**config.mk**
```make
export PLATFORM = sky130hd
export DESIGN_NAME = lpht_ctrl
export DESIGN_NICKNAME = d
export VERILOG_FILES = /design/src/rtl/core/lpht_pkg.sv /design/src/rtl/core/lpht_ctrl.sv
export SDC_FILE = /design/constraint.sdc
export NUM_CORES = 1
export LEC_CHECK = 0
export ABC_CLOCK_PERIOD_IN_PS = 1100
export BUFFER_PORTS_ARGS = -buffer_cell sky130_fd_sc_hd__buf_2
export CORE_AREA = 2 2 39 41
export CTS_CLUSTER_DIAMETER = 50
export DETAILED_ROUTE_END_ITERATION = 8
export DIE_AREA = 0 0 41 43
export GPL_TIMING_DRIVEN = 0
export PLACE_DENSITY = 0.45
export SYNTH_ARGS = -nofsm -noshare
export SYNTH_HDL_FRONTEND = slang
export SYNTH_SLANG_ARGS = --single-unit
```
**constraint.sdc**
```tcl
create_clock -name clock -period 1.1 [get_ports clock]
set_input_delay 0.33 -clock clock [delete_from_list [all_inputs] [get_ports clock]]
set_output_delay 0.33 -clock clock [all_outputs]
set_load 0.005 [all_outputs]
```
**src/rtl/core/lpht_pkg.sv**
```systemverilog
// ============================================================================
// lpht_pkg - shared types and constants for the linear probe hash table
// Table geometry, command/status/mark codes, slot word layout and the
// command/status structs that join the controller and the datapath.
// ============================================================================
`default_nettype none

package lpht_pkg;

   // Table geometry; SLOTS must be a power of two (home slot = low hash bits)
   localparam int SLOTS      = 256;
   localparam int IDX_BITS   = $clog2(SLOTS);
   localparam int HASH_BITS  = 64;
   localparam int ITEM_BITS  = 64;
   localparam int DATA_BITS  = 64;
   localparam int COUNT_BITS = 9;
   localparam int CMD_BITS   = 2;
   localparam int STAT_BITS  = 2;
   localparam int MARK_BITS  = 2;

   localparam logic [COUNT_BITS-1:0] FILL_LIMIT_RESET = COUNT_BITS'(154);

   typedef logic [CMD_BITS-1:0]  cmd_type;
   typedef logic [STAT_BITS-1:0] status_type;
   typedef logic [MARK_BITS-1:0] mark_type;

   localparam cmd_type CMD_SET    = 2'd0;
   localparam cmd_type CMD_GET    = 2'd1;
   localparam cmd_type CMD_DELETE = 2'd2;

   localparam status_type STATUS_OK   = 2'd0;
   localparam status_type STATUS_MISS = 2'd1;
   localparam status_type STATUS_FULL = 2'd2;

   localparam mark_type MARK_EMPTY = 2'd0;
   localparam mark_type MARK_LIVE  = 2'd1;
   localparam mark_type MARK_TOMB  = 2'd2;

   typedef struct packed {
      mark_type               mark;
      logic [HASH_BITS-1:0]   hash;
      logic [ITEM_BITS-1:0]   item;
   } slot_type;

   localparam int SLOT_BITS = $bits(slot_type);

   typedef enum logic [1:0] {
      ST_IDLE,
      ST_READ,
      ST_EVAL
   } state_type;

   // Controller -> datapath
   typedef struct packed {
      logic load;        // capture request, point at home slot
      logic read;        // read slot at probe index
      logic advance;     // step probe index
      logic finish;      // apply table update, post result
      logic finish_nop;  // post miss for an unused command
   } ctrl_cmd_type;

   // Datapath -> controller
   typedef struct packed {
      logic nop;         // captured command is not set, get or delete
      logic hit_empty;   // slot just read is empty
      logic hit_match;   // slot just read is live with equal hash
      logic pass_end;    // last slot of a full pass
   } dp_status_type;

endpackage

`default_nettype wire

```
**src/rtl/core/lpht_ctrl.sv**
```systemverilog
// ============================================================================
// lpht_ctrl - probe sequencer of the linear probe hash table
// Steps read/evaluate per probed slot until the probe terminates.
// ============================================================================
`default_nettype none

module lpht_ctrl (
   input  wire logic                    clock,
   input  wire logic                    reset,
   input  wire logic                    start,
   output logic                         busy,
   input  wire lpht_pkg::dp_status_type stat,
   output lpht_pkg::ctrl_cmd_type       ctrl
);

   lpht_pkg::state_type state_ff;
   lpht_pkg::state_type state_in;
   logic                probe_done;

   assign probe_done = stat.hit_empty || stat.hit_match || stat.pass_end;

   always_comb begin
      state_in = state_ff;
      unique case (state_ff)
         lpht_pkg::ST_IDLE: begin
            if (start) begin
               state_in = lpht_pkg::ST_READ;
            end
         end
         lpht_pkg::ST_READ: begin
            state_in = stat.nop ? lpht_pkg::ST_IDLE : lpht_pkg::ST_EVAL;
         end
         lpht_pkg::ST_EVAL: begin
            state_in = probe_done ? lpht_pkg::ST_IDLE : lpht_pkg::ST_READ;
         end
         default: begin
            state_in = lpht_pkg::ST_IDLE;
         end
      endcase
   end

   always_comb begin
      ctrl = '0;
      busy = 1'b1;
      unique case (state_ff)
         lpht_pkg::ST_IDLE: begin
            busy      = 1'b0;
            ctrl.load = start;
         end
         lpht_pkg::ST_READ: begin
            ctrl.finish_nop = stat.nop;
            ctrl.read       = !stat.nop;
         end
         lpht_pkg::ST_EVAL: begin
            ctrl.finish  = probe_done;
            ctrl.advance = !probe_done;
         end
         default: begin
            busy = 1'b0;
         end
      endcase
   end

   always_ff @(posedge clock) begin
      if (reset) begin
         state_ff <= lpht_pkg::ST_IDLE;
      end else begin
         state_ff <= state_in;
      end
   end

endmodule

`default_nettype wire

```
==> results.txt <==
Status -> finished, violations left
Failing checks -> setup timing
First-pass GRT wire length -> 869 um
Sequential fraction of the synthesis area -> 0.198
WL/cell -> 9.28 um
Async SR Flop Fraction -> 0
Final WS setup -> -0.336 ns
Power Total -> 0.000335 W
Synth Net Count -> 33
Die W -> 41 um
Max cap viols -> 0
Reg2Reg Launch Point -> state_ff[0]
Finished Core Util -> 0.253
Share of cells above drive strength 1 -> 0.711
Die area -> 0.00176 mm^2
Startpoint Class -> flop
Post-synth EDFFs -> 0
Synth unique cells -> 15
RSZ-0062 raised after global routing -> true
Largest net degree at the start of global routing -> 5
CTS root buf -> clkbuf_4
Worst EP arrival -> 1.11 ns
Top FF cell, synth -> dfxtp_1
Row cnt -> 14
Starting DRT DRC Count -> 0
Clock Tree Buf Depth -> 2
Drt total wl -> 501 um
Core ar. -> 0.00138 mm^2
Initial antenna violation count -> 0
Setup Skew -> 0.00711 ns
Mapped cell area -> 203 um^2
Via count -> 214
CTS clk-pin slew, worst paths -> 0.04 ns
Routed Antenna Nets -> 0
Clk_lat worst skew -> 0.23 ns
Max-slew violations -> 0
PortBufs -> 12
ANT cells -> 0
Max_slew headroom -> 0.866
Slew @ Worst Pin -> 0.200 ns
Pre-Repair DR Iteration Count -> 1
CP endpoint kind -> output pin
Cts hold-fix bufs -> 0
FF+latch count, synth -> 2
Number of global-route vias before repair -> 228
Critical path origin -> state_ff[0]
Setup Crit Path Kind -> reg -> out
Final Hold Violating Endpoints -> 0
Hold path start -> reset
DRC errors left -> 0
Largest regs -> state_ff (2)
GP Congestion -> 0.632
Fin Setup TNS -> -1.78 ns
Tcrit/Tclk final -> 1.31
Max FFs per register -> 2
Die Y -> 43 um
Crit path max fanout -> 4
Final nets -> 51
Initial Utilization -> 0.146
YS warnings -> 0
Grt total ovfl -> 0
Clock Sink Count -> 2
Number of I/O pins -> 13
Largest Register -> state_ff
Highest Clock Rate -> 696 MHz
Hold Path Class -> in -> reg
Synthesis-to-finish area growth -> 72.8%
DP Worst Slack -> -0.206 ns
Drt via density -> 3.96
Avg Cell Area, Syn -> 9.21 um^2
Leak pwr -> 0.168 nW
Post-layout minimum cycle time -> 1.44 ns
Max VDD drop -> 0.000170 V
CTS Buf Count -> 3
CTS tree -> yes
Cells after Synth -> 22
Max H-tree Level -> 1
Crit path required time -> 0.77 ns
GRT Resource Usage Total -> 0.0749
Finish-stage setup viols -> 7
Pwr dens -> 957 mW/mm^2
## worst paths after layout
path              cells past startpoint  slack (ns)     endpoint
setup reg to reg                      6       -0.03  state_ff[0]
hold reg to reg                       2        0.54  state_ff[1]
setup / recovery                      4       -0.34      ctrl[2]
hold / removal                        2        0.29  state_ff[0]
## cell usage after synthesis (2+ instances only)
library cell / instances / share of area
ha_1: 4 / 0.25
nor2_1: 2 / 0.037
inv_1: 2 / 0.037
and2_1: 2 / 0.062
dfxtp_1: 2 / 0.20
## logic make-up after synthesis
kind of cell | synth area share
simple gates | 0.352
compound gates | 0.167
flops | 0.198
buf+inv | 0.0371
fa+ha+maj | 0.247
## placed cells by master (no fill, tap or decap), drive strengths merged, types with 2 or more instances in the layout
master,instances
buf,13
ha,4
clkbuf,3
and2,2
nor2,2
dfxtp,2
inv,2
nand2,2
## critical path: stages, from the launching register on
cell	delay (ns)
dfxtp_4	0.35
inv_4	0.06
ha_4	0.12
nor4b_4	0.19
buf_2	0.15
## metrics by stage
stage	std cells	instance area [um^2]	hold slack, ns
floorplan	22	204	0.385
global placement	50	284	0.525
detailed placement	50	284	0.523
CTS	56	363	0.283
global route	54	350	0.289
finish	54	350	0.288
## where the power goes
part | switching (W) | internal (W) | leakage, nW
Clock | 0.0000457 | 0.000121 | 0.0138
Combinational | 0.0000412 | 0.0000423 | 0.136
Sequential | 0.00000846 | 0.0000768 | 0.0178
## area by class of cell
type                            instances  area [um^2]
Clock buffer                            3         22.5
Fill cell                             151         1030
Inverter                                2         10.0
Multi-Input combinational cell         18          183
Sequential cell                         2         47.5
Tap cell                               16         20.0
Timing Repair Buffer                   13         67.6
## per-layer routing
layer,share of wire,wire length [um],global-route usage,vias up
li1,-,-,-,109
met1,0.42,210,0.0696,93
met2,0.46,228,0.122,12
met3,0.12,62,0.0105,0
met4,0,0,0.0800,0
met5,0,0,0,-
## repair_timing
action                                  4_1_cts  5_1_grt
cloned                                        0        0
gates resized for setup                      12        2
setup buffers                                 4        0
pin swaps                                     2        1
endpoints found under the setup margin        7        7
No activity file was read; power rests on OpenSTA's default activity.
